### config.mk
export PLATFORM = sky130hd
export DESIGN_NAME = rmt_match
export DESIGN_NICKNAME = d
export VERILOG_FILES = /design/src/design/rmt_pkg.sv /design/src/design/rmt_match.sv
export SDC_FILE = /design/constraint.sdc
export NUM_CORES = 1
export LEC_CHECK = 0
export CAP_MARGIN = 30
export CORE_AREA = 2 2 86 88
export DETAILED_ROUTE_END_ITERATION = 16
export DIE_AREA = 0 0 88 90
export DONT_BUFFER_PORTS = 1
export PLACE_DENSITY_LB_ADDON = 0.3
export SLEW_MARGIN = 20
export SYNTH_ARGS = -nofsm -noshare
export SYNTH_HDL_FRONTEND = slang
export SYNTH_SLANG_ARGS = --single-unit
### constraint.sdc
create_clock -name vclk -period 2.5
set_input_delay 0.5 -clock vclk [all_inputs]
set_output_delay 0.5 -clock vclk [all_outputs]
set_load 0.1 [all_outputs]
### src/design/rmt_pkg.sv
// Shared constants, field layout and types for the rectangle merge table.
`timescale 1ns / 1ps
package rmt_pkg;

  // Parameter defaults
  localparam int LAYER_COUNT_DEF = 16;
  localparam int TABLE_DEPTH_DEF = 1024;
  localparam int COORD_BITS_DEF  = 16;

  // Fixed field widths on the ports
  localparam int LAYER_W  = 4;
  localparam int SIG_W    = 16;
  localparam int FIELD_W  = 16;
  localparam int EIDX_W   = 10;
  localparam int RIDX_W   = 10;
  localparam int LCOUNT_W = 11;
  localparam int STATUS_W = 3;

  // Input word layout
  localparam int IN_TDATA_W  = 96;
  localparam int IN_TUSER_W  = 1;
  localparam int IN_LAYER_LSB = 0;
  localparam int IN_SIG_LSB   = 4;
  localparam int IN_MINX_LSB  = 20;
  localparam int IN_MINY_LSB  = 36;
  localparam int IN_MAXX_LSB  = 52;
  localparam int IN_MAXY_LSB  = 68;
  localparam int IN_EIDX_LSB  = 84;

  // Output word layout
  localparam int OUT_TDATA_W  = 104;
  localparam int OUT_TUSER_W  = 3;
  localparam int OUT_PAD_W    = 3;

  typedef enum logic [STATUS_W-1:0] {
    ST_MERGED   = 3'd0,
    ST_APPENDED = 3'd1,
    ST_FULL     = 3'd2,
    ST_READ     = 3'd3,
    ST_BEYOND   = 3'd4
  } status_e;

  typedef enum logic [2:0] {
    S_IDLE,
    S_SCAN,
    S_READ_ISSUE,
    S_READ_DATA,
    S_RESP
  } state_e;

endpackage

### src/design/rmt_match.sv
// Compare unit: tests one stored entry against the new rectangle and forms the extension.
`timescale 1ns / 1ps
module rmt_match #(
  parameter int COORD_BITS = rmt_pkg::COORD_BITS_DEF
) (
  input  logic [rmt_pkg::SIG_W-1:0] entry_sig_i,
  input  logic [4*COORD_BITS-1:0]   entry_rect_i,
  input  logic [rmt_pkg::SIG_W-1:0] item_sig_i,
  input  logic [4*COORD_BITS-1:0]   item_rect_i,
  output logic                      hit_o,
  output logic [4*COORD_BITS-1:0]   rect_o
);

  import rmt_pkg::*;

  logic [COORD_BITS-1:0] x0, y0, x1, y1;
  logic [COORD_BITS-1:0] nx0, ny0, nx1, ny1;
  logic                  x_eq, y_eq;

  assign x0  = entry_rect_i[0*COORD_BITS +: COORD_BITS];
  assign y0  = entry_rect_i[1*COORD_BITS +: COORD_BITS];
  assign x1  = entry_rect_i[2*COORD_BITS +: COORD_BITS];
  assign y1  = entry_rect_i[3*COORD_BITS +: COORD_BITS];
  assign nx0 = item_rect_i[0*COORD_BITS +: COORD_BITS];
  assign ny0 = item_rect_i[1*COORD_BITS +: COORD_BITS];
  assign nx1 = item_rect_i[2*COORD_BITS +: COORD_BITS];
  assign ny1 = item_rect_i[3*COORD_BITS +: COORD_BITS];

  assign x_eq = (x0 == nx0) && (x1 == nx1);
  assign y_eq = (y0 == ny0) && (y1 == ny1);

  // Priority: grow up, grow down, grow right, grow left
  always_comb begin
    hit_o  = 1'b0;
    rect_o = entry_rect_i;
    if (entry_sig_i == item_sig_i) begin
      if (x_eq && (ny0 == y1)) begin
        hit_o  = 1'b1;
        rect_o = {ny1, x1, y0, x0};
      end else if (x_eq && (ny1 == y0)) begin
        hit_o  = 1'b1;
        rect_o = {y1, x1, ny0, x0};
      end else if (y_eq && (nx0 == x1)) begin
        hit_o  = 1'b1;
        rect_o = {y1, nx1, y0, x0};
      end else if (y_eq && (nx1 == x0)) begin
        hit_o  = 1'b1;
        rect_o = {y1, x1, y0, nx0};
      end
    end
  end

endmodule

==> results of run 1 <==
## cells by family after synthesis
family / after synthesis / share of synthesized area, %
AOI/OAI and AO/OA: 2 / 1.16
and+or+nand+nor: 55 / 17.5
muxes: 64 / 30.8
buffers and inverters: 4 / 1.84
xor gates and xnor gates: 144 / 48.8
## final cells by class
class	count	area (sq um)	area share, %
well taps	99	124	3.45
multi-input cells	265	3000	83.7
repair buffers	33	463	12.9
## where the power goes
part	switching, mW	leakage (nW)	internal, mW
clock	0	0	0
sequential	0	0	0
combinational	0.536	1.44	0.292
total	0.536	1.44	0.292
## through the flow
step                      cell area [sq um]  power [mW]  instances
final                                  3590       0.828        397
after detailed placement               3260       0.789        390
after CTS                              3540       0.818        398
after global placement                 3260       0.789        390
after global routing                   3590       0.857        397
after floorplan                        2810       0.709        269
## layer usage
metal / track usage, % / vias to the layer above / part of all wire, %
met5: 0 / - / 0
met4: 2.18 / 0 / 1.1
met3: 4.87 / 8 / 9.7
met2: 38.2 / 130 / 54
met1: 21.8 / 1031 / 35
li1: - / 1029 / -
## worst max-delay path: stages
cell and delay, ns:
xnor2_4 0.13, nand4_1 0.17, nor4_4 0.35, buf_6 0.17, buf_4 0.12, nand4_4 0.18
buf_12 0.21, mux2_4 0.43
## repair_timing
item                                    in CTS  in global routing
setup buffers                                7                  0
endpoints found under the setup margin      65                 65
endpoints found under the hold margin        0                  0
pin swaps                                   17                 14
hold buffers                                 0                  0
resized for setup                           29                 10
gates cloned                                 1                  0
## worst max path at each step
stage / from / endpoint / slack [ns] / cells after the start
floorplan: item_rect_i[42] / rect_o[53] / -0.31 / 7
global placement: item_rect_i[21] / rect_o[45] / -0.40 / 8
detailed placement: item_rect_i[21] / rect_o[33] / -0.39 / 8
CTS: item_sig_i[9] / rect_o[30] / -0.27 / 7
global route: item_rect_i[42] / rect_o[19] / -0.35 / 8
finish: item_rect_i[42] / rect_o[30] / -0.28 / 8
## placed cells by master (no fill, tap or decap), types with 2 or more instances in the layout
master / n
buf_12: 16
buf_4: 13
buf_6: 4
mux2_2: 2
mux2_4: 62
nand2_1: 2
nand3_2: 2
nand4_1: 26
nand4_4: 2
nor2_4: 2
nor4_1: 7
nor4_2: 8
nor4_4: 3
xnor2_1: 75
xnor2_2: 15
xnor2_4: 6
xor2_1: 47
==> impl_metrics.py, run 1 <==
metrics = {
    "grt": {
        "grt_pass1_vias": 2543,
        "grt_usage_pct": 19.8,
        "antenna_found_initial": 0,
        "grt_pass1_wl_mm": 12.6,
        "grt_start_max_net_pins": 13,
        "grt_overflow_total": 0,
    },
    "timing": {
        "report.final.slew_viol_count": 0,
        "fin_crit_sh_pct": 111,
        "fmax_mhz": 359,
        "slew_headroom_pct": 78.5,
        "layout_setup_ws_ns": -0.284,
        "rsz0062_at_grt": "true",
        "finalSetupViolCount": 65,
        "min_period_ns": 2.78,
        "tightest_slew_ns": 0.319,
        "timing.setup.tns_ns": -14.89,
        "whs_ns": 1.30,
        "hold_violations": 0,
    },
    "logic_synthesis": {
        "synth_seq_area_share_pct": 0,
        "syn-num-nets": 429,
        "synth_top_area_share_pct": 32.5,
        "yosysTopAreaCell": "xnor2_1",
        "syn_area_sq_um": 2590,
        "yosysWarnings": 0,
        "avgSynthCellArea_sq_um": 9.61,
        "synth.most_common_cell": "xnor2_1",
        "synth_area_leaders": "xnor2_1 (33%), xor2_1 (16%), mux2_2 (15%), mux2_4 (12%), nand4_1 (6.3%)",
        "synth_commonest_cells": "xnor2_1 (96), xor2_1 (48), mux2_2 (34), nand4_1 (26), mux2_4 (20)",
        "synth_cells": 269,
        "synth_cell_types": 22,
    },
    "die": {
        "initial_core_util_pct": 36.8,
        "num_rows": 31,
        "coreArea_sq_um": 7020,
        "die-area_sq_um": 7920,
        "dieWidth_um": 88,
        "io_pins": 225,
        "die_h_um": 90,
    },
    "setup_path": {
        "cp-end-kind": "primary output",
        "required_ns": 2.00,
        "worstPathArrival_ns": 2.28,
        "critical_path_class": "in2out",
        "crit_fanout": 7,
        "startpoint_type": "input pin",
    },
    "cells_and_area": {
        "diodes": 0,
        "syn2layout_area_growth_pct": 38.8,
        "final_util_pct": 51.1,
        "drive_above_1_share_pct": 47.0,
        "clkbuf_count": 0,
        "nFillCells": 638,
        "register_area_sq_um": 0,
        "seq_cell_count": 0,
        "nets": 460,
    },
    "placement": {
        "portBuffers": 0,
        "gp_congestion": 0.836,
        "dpl.hpwl_mm": 7.40,
        "preCtsSetupSlack_ns": -0.389,
    },
    "detailed_routing": {
        "viasPerCell": 5.54,
        "drtIter0Drc": 32,
        "wirelength_mm": 8.59,
        "ant_nets": 0,
        "dr.pass1.iters": 4,
        "wl_per_cell_um": 21.6,
        "drc": 0,
        "vias": 2198,
    },
    "worst_hold_path": {
        "min_path_type": "in2out",
        "hold_path_end": "rect_o[50]",
        "hold_start": "item_rect_i[50]",
        "holdPathStages": 2,
    },
    "power_and_ir_drop": {
        "ir_worst_vdd_v": 0.000155,
        "cellLeakagePower_nw": 1.44,
        "p_per_area_nw_per_um2": 231,
    },
    "run_status": {
        "outcome": "finished with violations",
        "violations": "setup timing",
    },
    "job": {
        "drv_cap": 0,
    },
}
Power figures use the tool's default switching activity.
==> inputs of run 2 (changes only) <==
--- a/config.mk
+++ b/config.mk
@@ -11,6 +11,7 @@
 export DIE_AREA = 0 0 88 90
 export DONT_BUFFER_PORTS = 1
 export PLACE_DENSITY_LB_ADDON = 0.3
+export REMOVE_ABC_BUFFERS = 1
 export SLEW_MARGIN = 20
 export SYNTH_ARGS = -nofsm -noshare
 export SYNTH_HDL_FRONTEND = slang
==> run 2 against run 1 <==
Final cell count rose by 10%. The flow still finishes with violations (setup timing). Largest power group unchanged. Fmax fell by 3.1%. Total power rose by 16%. Highest routed layer unchanged. Final area rose by 19%. Critical path depth fell by 1.
==> impl_metrics.py, run 2 (synthesis gave the netlist of run 1 again) <==
metrics = {
    "run_status": {
        "outcome": "finished with violations",
        "violations": "setup timing",
    },
    "cells_and_area": {
        "final_util_pct": 61.1,
        "register_area_sq_um": 0,
        "nets": 500,
        "syn2layout_area_growth_pct": 65.7,
        "finalNonFillerCells": 437,
        "nFillCells": 564,
        "final_common_cell": "xnor2_1",
        "drive_above_1_share_pct": 53.8,
        "diodes": 0,
        "final_cell_mix": "xnor2_1 (83), buf_12 (48), mux2_4 (47)",
        "clkbuf_count": 0,
        "multi_input_area_sq_um": 2960,
        "seq_cell_count": 0,
    },
    "grt": {
        "grt_overflow_total": 0,
        "grt_start_max_net_pins": 17,
        "grt_usage_pct": 22.1,
        "antenna_found_initial": 0,
        "grt_pass1_vias": 2746,
        "grt_pass1_wl_mm": 14.1,
    },
    "die": {
        "die_h_um": 90,
        "die-area_sq_um": 7920,
        "io_pins": 225,
        "initial_core_util_pct": 36.8,
        "dieWidth_um": 88,
        "coreArea_sq_um": 7020,
        "num_rows": 31,
    },
    "placement": {
        "dp.cells": 428,
        "portBuffers": 0,
        "gp_congestion": 0.838,
        "dpl.hpwl_mm": 7.98,
    },
    "setup_path": {
        "critPathSlowestCell": "mux2_4",
        "critical_path_class": "in2out",
        "max_stage_delay_ns": 0.43,
        "crit_family": "simple AND/OR/NAND/NOR gates",
        "required_ns": 2.00,
        "crit_fanout": 7,
        "worstPathCellList": "xor2_1, nor4_2, nand4_2, a31oi_4, nand4_4, buf_4, mux2_4",
        "cp_num_buf_inv": 1,
        "worstPathArrival_ns": 2.37,
        "startpoint_type": "input pin",
        "cp-end-kind": "primary output",
    },
    "power_and_ir_drop": {
        "p_per_area_nw_per_um2": 223,
        "p_switching_mw": 0.572,
        "p_comb_share_pct": 100.0,
        "cellLeakagePower_nw": 1.68,
        "pwr-share-clk_pct": 0,
        "p_int_mw": 0.386,
        "ir_worst_vdd_v": 0.000181,
        "power.share.sequential_pct": 0,
        "p_sw_share_pct": 59.7,
    },
    "worst_hold_path": {
        "hold_path_end": "rect_o[20]",
        "holdPathStages": 2,
        "hold_start": "entry_rect_i[20]",
        "min_path_type": "in2out",
    },
    "detailed_routing": {
        "viasPerCell": 5.54,
        "vias": 2419,
        "ant_nets": 0,
        "wirelength_mm": 9.74,
        "drtIter0Drc": 25,
        "drc": 0,
        "dr.pass1.iters": 4,
        "wl_per_cell_um": 22.3,
    },
    "timing": {
        "tightest_slew_ns": 0.320,
        "fin_crit_sh_pct": 115,
        "timing.setup.tns_ns": -20.61,
        "rsz0062_at_grt": "true",
        "whs_ns": 1.30,
        "min_period_ns": 2.87,
        "slew_headroom_pct": 78.7,
        "report.final.slew_viol_count": 0,
        "hold_violations": 0,
        "fmax_mhz": 348,
        "layout_setup_ws_ns": -0.373,
        "finalSetupViolCount": 65,
    },
    "job": {
        "drv_cap": 0,
    },
    "clock_tree": {
        "hold_buffers": 0,
    },
}
==> run 2: changes by cell type in the layout (fill, tap and decap cells not counted), sizes merged <==
cell    previous run  this run
buf               33        70
nand4             29        30
clkbuf             0         2
==> run 2: through the flow <==
| stage | instance area, sq um | setup slack [ns] | power [mW] |
|---|---|---|---|
| 3_3_place_gp | 3750 | -0.485 | 0.901 |
| 3_5_place_dp | 3750 | -0.477 | 0.905 |
| 6_report | 4290 | -0.373 | 0.958 |
| 2_1_floorplan | 2540 | -1.20 | 0.680 |
| 4_1_cts | 3980 | -0.400 | 0.930 |
| 5_1_grt | 4290 | -0.452 | 0.991 |
==> run 2: area by class of cell <==
class,count,share of cell area (%)
multi-input combinational,266,69.1
tap,99,2.89
timing repair buffer,72,28.0
==> run 2: power groups by stage <==
stage	Clock (mW)	Combinational [mW]	Sequential (mW)
final	0	0.958	0
after global routing	0	0.991	0
after CTS	0	0.930	0
after detailed placement	0	0.905	0
after global placement	0	0.901	0
after floorplan	0	0.680	0
==> run 2: timing repair <==
action	4_1_cts	5_1_grt
cloned	2	1
setup endpoints to repair	65	65
endpoints found under the hold margin	0	0
resized for setup	43	43
buffers inserted	5	2
pin swaps	10	12
==> run 2: per-layer routing <==
layer / wire length (um) / GRT usage, % / share of wire [%] / vias to the layer above
li1: - / - / - / 1111
met1: 3360 / 25.2 / 34 / 1161
met2: 5530 / 43.7 / 57 / 145
met3: 835 / 4.13 / 8.6 / 2
met4: 20 / 0 / 0.21 / 0
met5: 0 / 0 / 0 / -
==> run 2: worst max-delay path by stage <==
stage,start,to,slack (ns),depth (start not counted)
after floorplan,item_rect_i[37],hit_o,-1.20,5
after global placement,item_rect_i[51],rect_o[47],-0.48,8
after detailed placement,item_sig_i[2],rect_o[47],-0.48,7
after CTS,item_rect_i[9],rect_o[18],-0.40,9
after global routing,item_sig_i[6],rect_o[46],-0.45,7
final,item_sig_i[6],rect_o[39],-0.37,7
